--- src/rtl/core/ugd_pkg.sv ---
// Shared widths, error codes and saturation limits for the grid derivative block.
`default_nettype none
package ugd_pkg;

    localparam int SAMPLE_W  = 32;
    localparam int FRAC_BITS = 16;
    localparam int TOL_W     = 16;
    localparam int ERR_W     = 2;

    localparam int STEP_W = SAMPLE_W + 1;          // exact voltage difference
    localparam int DEV_W  = SAMPLE_W + 2;          // step minus grid step
    localparam int CMP_W  = SAMPLE_W + 3;          // deviation against +/- tolerance
    localparam int NUM_W  = SAMPLE_W + 3;          // signed three-term numerator
    localparam int MAG_W  = SAMPLE_W + 2;          // numerator and divisor magnitude
    localparam int DVD_W  = MAG_W + FRAC_BITS;     // scaled dividend
    localparam int Q_W    = SAMPLE_W + 1;          // quotient window before saturation
    localparam int CNT_W  = $clog2(DVD_W + 1);

    localparam logic [Q_W-1:0] SAT_POS = {2'b00, {(SAMPLE_W-1){1'b1}}};
    localparam logic [Q_W-1:0] SAT_NEG = {2'b01, {(SAMPLE_W-1){1'b0}}};
    localparam logic [TOL_W-1:0] TOL_RESET = TOL_W'(1);

    typedef enum logic [ERR_W-1:0] {
        ERR_OK       = 2'd0,
        ERR_FEW      = 2'd1,
        ERR_ZERO     = 2'd2,
        ERR_NONUNI   = 2'd3
    } t_err;

endpackage
`default_nettype wire

--- src/rtl/core/uniform_grid_derivative.sv ---
// Top level: streaming dI/dV on a uniform grid with a bit-serial shared divider.
//
//  channel   direction  handshake                 payload
//  input     in         i_in_valid / o_in_ready   voltage, current, sequence_end
//  output    out        o_out_valid / i_out_ready derivative, error_code, run_last
//  config    in         i_cfg_wr_en               i_cfg_wr_data (spacing tolerance)
//
// Each derivative passes setup, magnitude, one restoring-divide step per dividend
// bit and saturate in the single divider, which makes one quotient bit per cycle;
// an item makes up to three of them in turn.
// Synchronous active-low reset clears sequence state; tolerance resets to 1.
// A full output register stalls the sequencer until the request is taken.
`default_nettype none
module uniform_grid_derivative
    import ugd_pkg::*;
(
    input  wire logic                       i_clk,
    input  wire logic                       i_rst_n,
    input  wire logic                       i_cfg_wr_en,
    input  wire logic [TOL_W-1:0]           i_cfg_wr_data,
    input  wire logic                       i_in_valid,
    output logic                            o_in_ready,
    input  wire logic signed [SAMPLE_W-1:0] i_voltage_sample,
    input  wire logic signed [SAMPLE_W-1:0] i_current_sample,
    input  wire logic                       i_sequence_end,
    output logic                            o_out_valid,
    input  wire logic                       i_out_ready,
    output logic signed [SAMPLE_W-1:0]      o_derivative,
    output logic [ERR_W-1:0]                o_error_code,
    output logic                            o_run_last
);

    typedef enum logic [5:0] {
        ST_IDLE  = 6'b000001,
        ST_CHECK = 6'b000010,
        ST_SETUP = 6'b000100,
        ST_MAG   = 6'b001000,
        ST_DIV   = 6'b010000,
        ST_FIN   = 6'b100000
    } t_state;

    t_state r_state, n_state;

    logic [TOL_W-1:0]           r_tol;
    logic signed [SAMPLE_W-1:0] r_v, n_v, r_c, n_c;
    logic                       r_end, n_end;
    logic signed [STEP_W-1:0]   r_step, n_step;

    logic signed [SAMPLE_W-1:0] r_hist0, n_hist0, r_hist1, n_hist1, r_prev, n_prev;
    logic signed [STEP_W-1:0]   r_grid, n_grid;
    logic [1:0]                 r_pts, n_pts;
    logic                       r_err, n_err;

    logic r_job_first, n_job_first, r_job_center, n_job_center, r_job_last, n_job_last;
    logic r_cur_last, n_cur_last;

    logic signed [NUM_W-1:0] r_num, n_num;
    logic                    r_neg, n_neg;
    logic [MAG_W-1:0]        r_dm, n_dm, r_rem, n_rem;
    logic [DVD_W-1:0]        r_dvd, n_dvd;
    logic [Q_W-1:0]          r_q, n_q;
    logic                    r_big, n_big;
    logic [CNT_W-1:0]        r_cnt, n_cnt;

    logic                       r_out_valid, n_out_valid;
    logic signed [SAMPLE_W-1:0] r_out_d, n_out_d;
    t_err                       r_out_err, n_out_err;
    logic                       r_out_last, n_out_last;

    // datapath terms
    logic                     out_free;
    logic signed [DEV_W-1:0]  dev;
    logic signed [CMP_W-1:0]  dev_hi, dev_lo;
    logic                     too_far;
    logic signed [NUM_W-1:0]  i0_x, i1_x, c_x, num_first, num_center, num_last;
    logic [NUM_W-1:0]         num_abs;
    logic signed [MAG_W-1:0]  den;
    logic [MAG_W-1:0]         den_abs;
    logic [MAG_W:0]           rem_try;
    logic                     rem_ge;
    logic [Q_W-1:0]           q_lim, q_sat;
    logic                     pending;

    assign out_free = !r_out_valid || i_out_ready;

    assign dev     = DEV_W'(r_step) - DEV_W'(r_grid);
    assign dev_hi  = CMP_W'(dev) - CMP_W'(signed'({1'b0, r_tol}));
    assign dev_lo  = CMP_W'(dev) + CMP_W'(signed'({1'b0, r_tol}));
    assign too_far = (!dev_hi[CMP_W-1] && (dev_hi != '0)) || dev_lo[CMP_W-1];

    assign i0_x       = NUM_W'(r_hist1);
    assign i1_x       = NUM_W'(r_hist0);
    assign c_x        = NUM_W'(r_c);
    assign num_first  = (i1_x <<< 2) - (i0_x <<< 1) - i0_x - c_x;
    assign num_center = c_x - i0_x;
    assign num_last   = (c_x <<< 1) + c_x - (i1_x <<< 2) + i0_x;

    assign num_abs = r_num[NUM_W-1] ? NUM_W'(-r_num) : NUM_W'(r_num);
    assign den     = {r_grid, 1'b0};
    assign den_abs = den[MAG_W-1] ? MAG_W'(-den) : MAG_W'(den);

    assign rem_try = {r_rem, r_dvd[DVD_W-1]};
    assign rem_ge  = rem_try >= {1'b0, r_dm};

    assign q_lim   = r_neg ? SAT_NEG : SAT_POS;
    assign q_sat   = (r_big || (r_q > q_lim)) ? q_lim : r_q;
    assign pending = r_job_first || r_job_center || r_job_last;

    always_comb begin
        n_state      = r_state;
        n_v          = r_v;
        n_c          = r_c;
        n_end        = r_end;
        n_step       = r_step;
        n_hist0      = r_hist0;
        n_hist1      = r_hist1;
        n_prev       = r_prev;
        n_grid       = r_grid;
        n_pts        = r_pts;
        n_err        = r_err;
        n_job_first  = r_job_first;
        n_job_center = r_job_center;
        n_job_last   = r_job_last;
        n_cur_last   = r_cur_last;
        n_num        = r_num;
        n_neg        = r_neg;
        n_dm         = r_dm;
        n_rem        = r_rem;
        n_dvd        = r_dvd;
        n_q          = r_q;
        n_big        = r_big;
        n_cnt        = r_cnt;
        n_out_valid  = r_out_valid && !i_out_ready;
        n_out_d      = r_out_d;
        n_out_err    = r_out_err;
        n_out_last   = r_out_last;

        case (r_state)
            ST_IDLE: begin
                if (i_in_valid) begin
                    n_v     = i_voltage_sample;
                    n_c     = i_current_sample;
                    n_end   = i_sequence_end;
                    n_step  = STEP_W'(i_voltage_sample) - STEP_W'(r_prev);
                    n_state = ST_CHECK;
                end
            end
            ST_CHECK: begin
                // hold until the output register can take an error request
                if (out_free) begin
                    n_state = ST_IDLE;
                    if (r_err) begin
                        if (r_end) begin
                            n_hist0 = '0; n_hist1 = '0; n_prev = '0;
                            n_grid  = '0; n_pts   = '0; n_err  = 1'b0;
                        end
                    end else if (r_pts < 2'd2 && r_end) begin
                        n_out_valid = 1'b1; n_out_d = '0;
                        n_out_err   = ERR_FEW; n_out_last = 1'b1;
                        n_hist0 = '0; n_hist1 = '0; n_prev = '0;
                        n_grid  = '0; n_pts   = '0; n_err  = 1'b0;
                    end else if (r_pts == 2'd0) begin
                        n_hist0 = r_c;
                        n_prev  = r_v;
                        n_pts   = 2'd1;
                    end else if (r_pts == 2'd1) begin
                        if (r_step == '0) begin
                            n_out_valid = 1'b1; n_out_d = '0;
                            n_out_err   = ERR_ZERO; n_out_last = 1'b1;
                            n_err       = 1'b1;
                        end else begin
                            n_grid  = r_step;
                            n_hist1 = r_hist0;
                            n_hist0 = r_c;
                            n_prev  = r_v;
                            n_pts   = 2'd2;
                        end
                    end else if (too_far) begin
                        n_out_valid = 1'b1; n_out_d = '0;
                        n_out_err   = ERR_NONUNI; n_out_last = 1'b1;
                        if (r_end) begin
                            n_hist0 = '0; n_hist1 = '0; n_prev = '0;
                            n_grid  = '0; n_pts   = '0; n_err  = 1'b0;
                        end else begin
                            n_err = 1'b1;
                        end
                    end else begin
                        n_job_first  = (r_pts == 2'd2);
                        n_job_center = 1'b1;
                        n_job_last   = r_end;
                        n_state      = ST_SETUP;
                    end
                end
            end
            ST_SETUP: begin
                if (r_job_first) begin
                    n_num = num_first; n_job_first = 1'b0; n_cur_last = 1'b0;
                end else if (r_job_center) begin
                    n_num = num_center; n_job_center = 1'b0; n_cur_last = 1'b0;
                end else begin
                    n_num = num_last; n_job_last = 1'b0; n_cur_last = 1'b1;
                end
                n_state = ST_MAG;
            end
            ST_MAG: begin
                n_dvd   = {MAG_W'(num_abs), {FRAC_BITS{1'b0}}};
                n_neg   = r_num[NUM_W-1] ^ r_grid[STEP_W-1];
                n_dm    = den_abs;
                n_rem   = '0;
                n_q     = '0;
                n_big   = 1'b0;
                n_cnt   = '0;
                n_state = ST_DIV;
            end
            ST_DIV: begin
                // one restoring step per cycle; bits shifted past the window stick
                n_rem = rem_ge ? MAG_W'(rem_try - {1'b0, r_dm}) : MAG_W'(rem_try);
                n_dvd = {r_dvd[DVD_W-2:0], 1'b0};
                n_big = r_big || r_q[Q_W-1];
                n_q   = {r_q[Q_W-2:0], rem_ge};
                n_cnt = r_cnt + CNT_W'(1);
                if (r_cnt == CNT_W'(DVD_W - 1)) begin
                    n_state = ST_FIN;
                end
            end
            ST_FIN: begin
                if (out_free) begin
                    n_out_valid = 1'b1;
                    n_out_d     = r_neg ? SAMPLE_W'(-q_sat) : SAMPLE_W'(q_sat);
                    n_out_err   = ERR_OK;
                    n_out_last  = r_cur_last;
                    if (pending) begin
                        n_state = ST_SETUP;
                    end else begin
                        n_state = ST_IDLE;
                        if (r_end) begin
                            n_hist0 = '0; n_hist1 = '0; n_prev = '0;
                            n_grid  = '0; n_pts   = '0; n_err  = 1'b0;
                        end else begin
                            n_hist1 = r_hist0;
                            n_hist0 = r_c;
                            n_prev  = r_v;
                            n_pts   = 2'd3;
                        end
                    end
                end
            end
            default: begin
                n_state = ST_IDLE;
            end
        endcase
    end

    always_ff @(posedge i_clk) begin
        if (!i_rst_n) begin
            r_state      <= ST_IDLE;
            r_tol        <= TOL_RESET;
            r_hist0      <= '0;
            r_hist1      <= '0;
            r_prev       <= '0;
            r_grid       <= '0;
            r_pts        <= '0;
            r_err        <= 1'b0;
            r_job_first  <= 1'b0;
            r_job_center <= 1'b0;
            r_job_last   <= 1'b0;
            r_out_valid  <= 1'b0;
        end else begin
            r_state      <= n_state;
            if (i_cfg_wr_en) begin
                r_tol <= i_cfg_wr_data;
            end
            r_hist0      <= n_hist0;
            r_hist1      <= n_hist1;
            r_prev       <= n_prev;
            r_grid       <= n_grid;
            r_pts        <= n_pts;
            r_err        <= n_err;
            r_job_first  <= n_job_first;
            r_job_center <= n_job_center;
            r_job_last   <= n_job_last;
            r_out_valid  <= n_out_valid;
        end
    end

    always_ff @(posedge i_clk) begin
        r_v        <= n_v;
        r_c        <= n_c;
        r_end      <= n_end;
        r_step     <= n_step;
        r_cur_last <= n_cur_last;
        r_num      <= n_num;
        r_neg      <= n_neg;
        r_dm       <= n_dm;
        r_rem      <= n_rem;
        r_dvd      <= n_dvd;
        r_q        <= n_q;
        r_big      <= n_big;
        r_cnt      <= n_cnt;
        r_out_d    <= n_out_d;
        r_out_err  <= n_out_err;
        r_out_last <= n_out_last;
    end

    assign o_in_ready   = (r_state == ST_IDLE);
    assign o_out_valid  = r_out_valid;
    assign o_derivative = r_out_d;
    assign o_error_code = r_out_err;
    assign o_run_last   = r_out_last;

endmodule
`default_nettype wire

--- config.mk ---
export PLATFORM = sky130hd
export DESIGN_NAME = uniform_grid_derivative
export DESIGN_NICKNAME = d
export VERILOG_FILES = /design/src/rtl/core/ugd_pkg.sv /design/src/rtl/core/uniform_grid_derivative.sv
export SDC_FILE = /design/constraint.sdc
export NUM_CORES = 2
export LEC_CHECK = 0
export ABC_AREA = 0
export BUFFER_PORTS_ARGS = -buffer_cell sky130_fd_sc_hd__buf_2
export CORE_UTILIZATION = 56
export CTS_BUF_LIST = sky130_fd_sc_hd__clkbuf_4 sky130_fd_sc_hd__clkbuf_8
export DETAILED_ROUTE_END_ITERATION = 16
export MAX_ROUTING_LAYER = met4
export PLACE_DENSITY = 0.73
export SKIP_CTS_REPAIR_TIMING = 1
export SYNTH_ARGS = -nofsm -noshare
export SYNTH_HDL_FRONTEND = slang
export SYNTH_SLANG_ARGS = --single-unit
--- constraint.sdc ---
create_clock -name i_clk -period 12.1 [get_ports i_clk]
set_clock_uncertainty 0.05 [all_clocks]
set_input_delay 1.815 -clock i_clk [delete_from_list [all_inputs] [get_ports i_clk]]
set_output_delay 1.815 -clock i_clk [all_outputs]
set_load 0.02 [all_outputs]
# Word level (Yosys, flattened, before mapping)

Index checks and enable logic that the tools add are counted.
Widths: inputs -> output; s select.

Bitwise logic cells: 1
Multipliers: 0
Reductions and logical operators: 27
Divide/modulo/power cells: 0
Equality and inequality tests: 30
Add/subtract/negate cells: 16
Order comparisons: 3
Multiplexer cells: 155
Shifts and indexed selects: 0

Operators with widths:

| kind               | number |
|---|---|
| $mux 32            | 43 |
| $mux 33            | 11 |
| $pmux 32 s2        | 4 |
| $pmux 33 s2        | 2 |
| $pmux 50 s2        | 1 |
| $mux 35            | 2 |
| $sub 35x32->35     | 2 |
| $mux 34            | 2 |
| $neg 34->34        | 2 |
| $pmux 34 s2        | 1 |
| $sub 32x32->33     | 2 |
| $mux 1             | 49 |
| $mux 2             | 19 |
| $pmux 6 s6         | 1 |
| $add 34x17->35     | 1 |
| $add 35x32->35     | 1 |
| $ge 35x34->1       | 1 |
| $reduce_bool 35->1 | 1 |
| $sub 34x17->35     | 1 |
| $sub 34x33->35     | 1 |
| $sub 34x34->35     | 1 |
| $add 33x32->34     | 1 |
| $sub 33x33->34     | 1 |
| $sub 34x34->34     | 1 |
| other kinds (36)   | 81 |

RAM bits: 0
Input port bits: 86
Word-level logic and storage cells: 261
Register bits: 486
Memory bits (read-only): 0
Memories kept: 0
Latch bits: 0
Output and inout bits: 37

# Logic depth before layout (Yosys ltp)

Depth in word-level cells: 12
Gate-level depth with buffers: 27
Gate-level depth less buffers: 25

# Worst setup path before layout

Ideal clock, no wire load.

Path kind: register to register
Start point: register r_step[0]
End point: register r_out_d[0], in the netlist o_derivative[0] (enable)
Setup time: 0.485 ns
Period minus slack after synthesis: 7.848 ns
Cell stages (with the launch flop): 23
Required time: 11.565 ns
Slack: 4.252 ns
Buffers on the path: 1
Data arrival time: 7.314 ns
Cell sequence: edfxtp_1 inv_1 ha_1 fa_1 nand2b_1 a21oi_1 nor2_1 o21ai_0 a21o_1 a21oi_1 xnor2_1 ha_1 clkbuf_1 a31o_2 or3_1 o2111ai_1 nand4b_1 a21oi_1 nand4_1 or4_1 a31oi_2 o31ai_4 a221oi_1

Cells in the longest elaborated chain, start to end: 7
Elaborated cells on any way between the ends: 11
Those cells by class: add/sub: 3; eq/ne: 2; reduce/logical: 6

RTL lines:

| what                                                  | line                           | source |
|---|---|---|
| from (decl)                                           | uniform_grid_derivative.sv:47  | `logic signed [STEP_W-1:0] r_step, n_step;` |
| from (signal assigned)                                | uniform_grid_derivative.sv:290 | `r_step <= n_step;` |
| $sub 33x33->34                                        | uniform_grid_derivative.sv:86  | `assign dev = DEV_W'(r_step) - DEV_W'(r_grid);` |
| $sub 34x17->35                                        | uniform_grid_derivative.sv:87  | `assign dev_hi = CMP_W'(dev) - CMP_W'(signed'({1'b0, r_tol}));` |
| $reduce_bool 35->1 or $logic_not 1->1 (tied branches) | uniform_grid_derivative.sv:89  | `assign too_far = (!dev_hi[CMP_W-1] && (dev_hi != '0)) \|\| dev_lo[CMP_W-1];` |
| $logic_and 1x1->1                                     | uniform_grid_derivative.sv:89  |  |
| $logic_or 1x1->1                                      | uniform_grid_derivative.sv:89  |  |
| $ne 4x4->1 (no source line)                           | n/a                            |  |
| $reduce_and 7->1 (no source line) (*)                 | n/a                            |  |
| to (signal assigned)                                  | uniform_grid_derivative.sv:300 | `r_out_d <= n_out_d;` |
| to (decl)                                             | uniform_grid_derivative.sv:66  | `logic signed [SAMPLE_W-1:0] r_out_d, n_out_d;` |

Mark *: on every way between the ends. The rest lies on a longest branch, timed or not.
A chain may end at the register's enable or synchronous reset.

# Worst setup path in the final report

Start point: register r_step[0]
End point: register r_prev[1]

Cells in the longest elaborated chain, start to end: 7
Elaborated cells on any way between the ends: 11
Those cells by class: add/sub: 3; eq/ne: 2; reduce/logical: 6

RTL lines:

| what                                                  | line                           | source |
|---|---|---|
| $sub 33x33->34                                        | uniform_grid_derivative.sv:86  |  |
| $sub 34x17->35                                        | uniform_grid_derivative.sv:87  |  |
| $reduce_bool 35->1 or $logic_not 1->1 (tied branches) | uniform_grid_derivative.sv:89  |  |
| $logic_and 1x1->1                                     | uniform_grid_derivative.sv:89  |  |
| $logic_or 1x1->1                                      | uniform_grid_derivative.sv:89  |  |
| $ne 6x6->1 (no source line)                           | n/a                            |  |
| $reduce_and 6->1 (no source line) (*)                 | n/a                            |  |
| to (signal assigned)                                  | uniform_grid_derivative.sv:275 | `r_prev <= n_prev;` |
| to (decl)                                             | uniform_grid_derivative.sv:49  | `logic signed [SAMPLE_W-1:0] r_hist0, n_hist0, r_hist1, n_hist1, r_prev, n_prev;` |

Marked as above.

==> results.yml <==
worst_setup_path:
  cpMaxStageDelayCell: "a31oi_4"
  r2r_slack_ns: 4.07
  path_buf_inv: 2
  critPathTopFamily: "compound AO/OA/AOI/OAI gates"
  crit_path_start_kind: "flip-flop"
  path_class: "flip-flop to flip-flop"
  reg2reg_depth: 26
  critPathMostFrequentCell: "nand4_1"
  slowest_delay_ns: 0.93
  crit_required_ns: 12.65
  worstPathArrival_ns: 8.59
  end_kind: "flip-flop"
  path_max_fanout: 39
  r2r_start: "r_step[0]$_DFFE_PP_"
  reg2reg_to: "r_prev[1]$_SDFFE_PN0P_"
global_route:
  grt_pass1_wl_um: 139000
  grtUsageTotal_pct: 27.72
  grt_use_met1_pct: 37.66
  gr-total-overflow: 0
  antenna_found_initial: 1
  grt_max_degree: 81
  grtUsageMet3_pct: 3.910
  grt_pass1_vias: 26660
  top_usage_layer: "met2"
  grt_util_met2_pct: 43.48
drt:
  via_per_inst: 5.900
  vias: 27630
  wl_um: 84720
  first_pass_iters: 6
  ant_nets: 0
  wl_per_cell_um: 18.09
  dr.first_iter.drc_count: 1973
  drc: 0
synthesis:
  synthCells: 3679
  syn_area_um2: 34950
  synth_nets: 4170
  seq_area_frac_synth_pct: 35.78
  synthArstFlopShare_pct: 0
  synth_cell_types: 100
  ys_warn_count: 0
  synth-edff-count: 311
  ys_ff_latch: 469
  synth_ff_type: "edfxtp_1"
  avgSynthCellArea_um2: 9.499
sta:
  min_period_ns: 8.032
  slew_headroom_pct: 24.23
  fin_crit_sh_pct: 66.38
  rsz0062_at_grt: "no"
  setup_violations: 0
  finalHoldViolCount: 0
  fmax_ghz: 0.1245
  slew_viol_final: 0
  worst_pin_slew_ns: 1.137
  fin_setup_tns_ns: 0
floorplan:
  initial_utilization_pct: 56.63
  rows: 91
  die_area_um2: 63410
  ios: 123
  die_width_um: 251.8
  die_y_um: 251.8
  coreArea_um2: 61710
placement:
  dp.final_hpwl_um: 62030
  postPlaceCellArea_um2: 36330
  gp_congestion: 0.9282
  numPortBuffers: 122
finish:
  design_area_um2: 38040
  final_common_cell: "inv_1"
  syn_to_final_growth_pct: 8.854
  final_util_pct: 61.64
  drive_above_1_share_pct: 9.831
  fin_nets: 4268
  final_cell_mix: "319 x inv_1, 311 x edfxtp_1, 288 x nor2_1"
clock_tree:
  numCtsBuffers: 82
  cts.clk_slew.worst_paths_ns: 0.06
  clockBufferDepth: 3
  clk-insertion-delay-late_ns: 0.69
  cts_num_sinks: 469
  htree_num_levels: 3
  cts-root-buf: "clkbuf_8"
  cts_tree: "yes"
min_path:
  hp-class: "flip-flop to flip-flop"
  worstHoldPathCells: 1
  min_to: "r_prev[19]$_SDFFE_PN0P_"
  worstHoldStart: "r_v[19]$_DFFE_PP_"
status:
  status: "complete, no violations"
pwr:
  power_leakage_nw: 14.64
  powerDensity_nw_per_um2: 161.0
  peakVddDrop_uv: 102.7
flow_run:
  maxCapViolations: 0
-- state kept, by name (all words and copies together) (netlist names), 2 cells and up --
signal,count
o_derivative,32
o_error_code,2
r_c,32
r_cnt,6
r_dm,33
r_dvd,34
r_grid,33
r_hist0,32
r_hist1,32
r_num,35
r_prev,32
r_pts,2
r_q,33
r_rem,34
r_state,6
r_step,33
r_tol,16
r_v,32
-- metal layers --
layer	vias up	part of all wire [%]
met4	0	2.0
met2	715	46
met3	112	5.2
li1	13640	-
met5	-	0
met1	13170	47
-- power breakdown --
part | internal, mW | switching (mW) | total (mW)
Combinational | 1.08 | 1.55 | 2.63
Sequential | 1.89 | 0.0923 | 1.99
Clock | 0.836 | 0.675 | 1.51
Total | 3.80 | 2.32 | 6.12
-- per-stage QoR --
step                      power [mW]  hold slack (ns)  setup WS, ns  std cells
after floorplan                4.004           0.3855         4.252       3679
after global placement         4.581           0.3866         4.298       4530
after detailed placement       4.604           0.3916         4.176       4530
after CTS                      6.142           0.4025         4.144       4682
after global routing           6.567           0.4206         3.501       4683
final                          6.123           0.3973         4.068       4683
-- cell type report --
cell class	instances	area (um^2)
Timing Repair Buffer	150	820.8
Clock inverter	30	215.2
Fill cell	5323	23670
Clock buffer	122	1491
Antenna cell	1	2.502
Sequential cell	469	12500
Inverter	321	1205
Multi-Input combinational cell	2753	20750
Tap cell	837	1047
-- logic make-up (layout without fill, tap and decap cells) --
logic type / after synthesis / count (layout) / share of synthesized area, %
mux: 38 / 38 / 1.121
compound gates: 1032 / 1032 / 20.10
simple gates: 1055 / 1055 / 15.08
other cells: 0 / 1 / 0
flops: 469 / 469 / 35.78
xor+xnor: 223 / 223 / 5.589
buf+inv: 457 / 623 / 5.080
fa+ha+maj: 405 / 405 / 17.25
-- synth_stat cells (18+ instances only) --
| master | n | share of area, % |
|---|---|---|
| nand2_1 | 245 | 2.6 |
| and2_1 | 47 | 0.84 |
| fa_1 | 128 | 7.3 |
| nor3_1 | 72 | 1.0 |
| xnor2_1 | 135 | 3.4 |
| a21oi_1 | 269 | 3.9 |
| dfxtp_1 | 158 | 9.1 |
| o31ai_1 | 64 | 1.4 |
| clkbuf_1 | 114 | 1.2 |
| a41oi_1 | 35 | 0.88 |
| ha_1 | 277 | 9.9 |
| nor4_1 | 66 | 1.2 |
| nor2b_1 | 37 | 0.66 |
| or3_1 | 30 | 0.54 |
| edfxtp_1 | 311 | 27 |
| o21a_1 | 52 | 1.1 |
| or2_2 | 18 | 0.32 |
| a31oi_1 | 25 | 0.45 |
| a21o_1 | 82 | 1.8 |
| xor2_1 | 88 | 2.2 |
| o21bai_1 | 24 | 0.52 |
| nand4_1 | 33 | 0.59 |
| nand2b_1 | 46 | 0.82 |
| and3_1 | 22 | 0.39 |
| nand3_1 | 61 | 0.87 |
| or4_1 | 21 | 0.45 |
| a22o_1 | 93 | 2.3 |
| mux2i_1 | 29 | 0.83 |
| a211oi_1 | 47 | 1.0 |
| nor2_1 | 291 | 3.1 |
| inv_1 | 319 | 3.4 |
| o21ai_0 | 181 | 2.6 |
-- how the worst max path moves through the flow --
| stage | cells after the start | slack (ns) | to | from |
|---|---|---|---|---|
| after floorplan | 22 | 4.25 | o_derivative[0]$_SDFFCE_PN0P_ | r_step[0]$_DFFE_PP_ |
| after global placement | 26 | 4.30 | r_prev[3]$_SDFFE_PN0P_ | r_step[0]$_DFFE_PP_ |
| after detailed placement | 26 | 4.18 | r_prev[1]$_SDFFE_PN0P_ | r_step[0]$_DFFE_PP_ |
| after CTS | 26 | 4.14 | r_prev[6]$_SDFFE_PN0P_ | r_step[0]$_DFFE_PP_ |
| after global routing | 26 | 3.50 | r_prev[18]$_SDFFE_PN0P_ | r_step[0]$_DFFE_PP_ |
| final | 26 | 4.07 | r_prev[1]$_SDFFE_PN0P_ | r_step[0]$_DFFE_PP_ |
No activity file was read; power rests on OpenSTA's default activity.
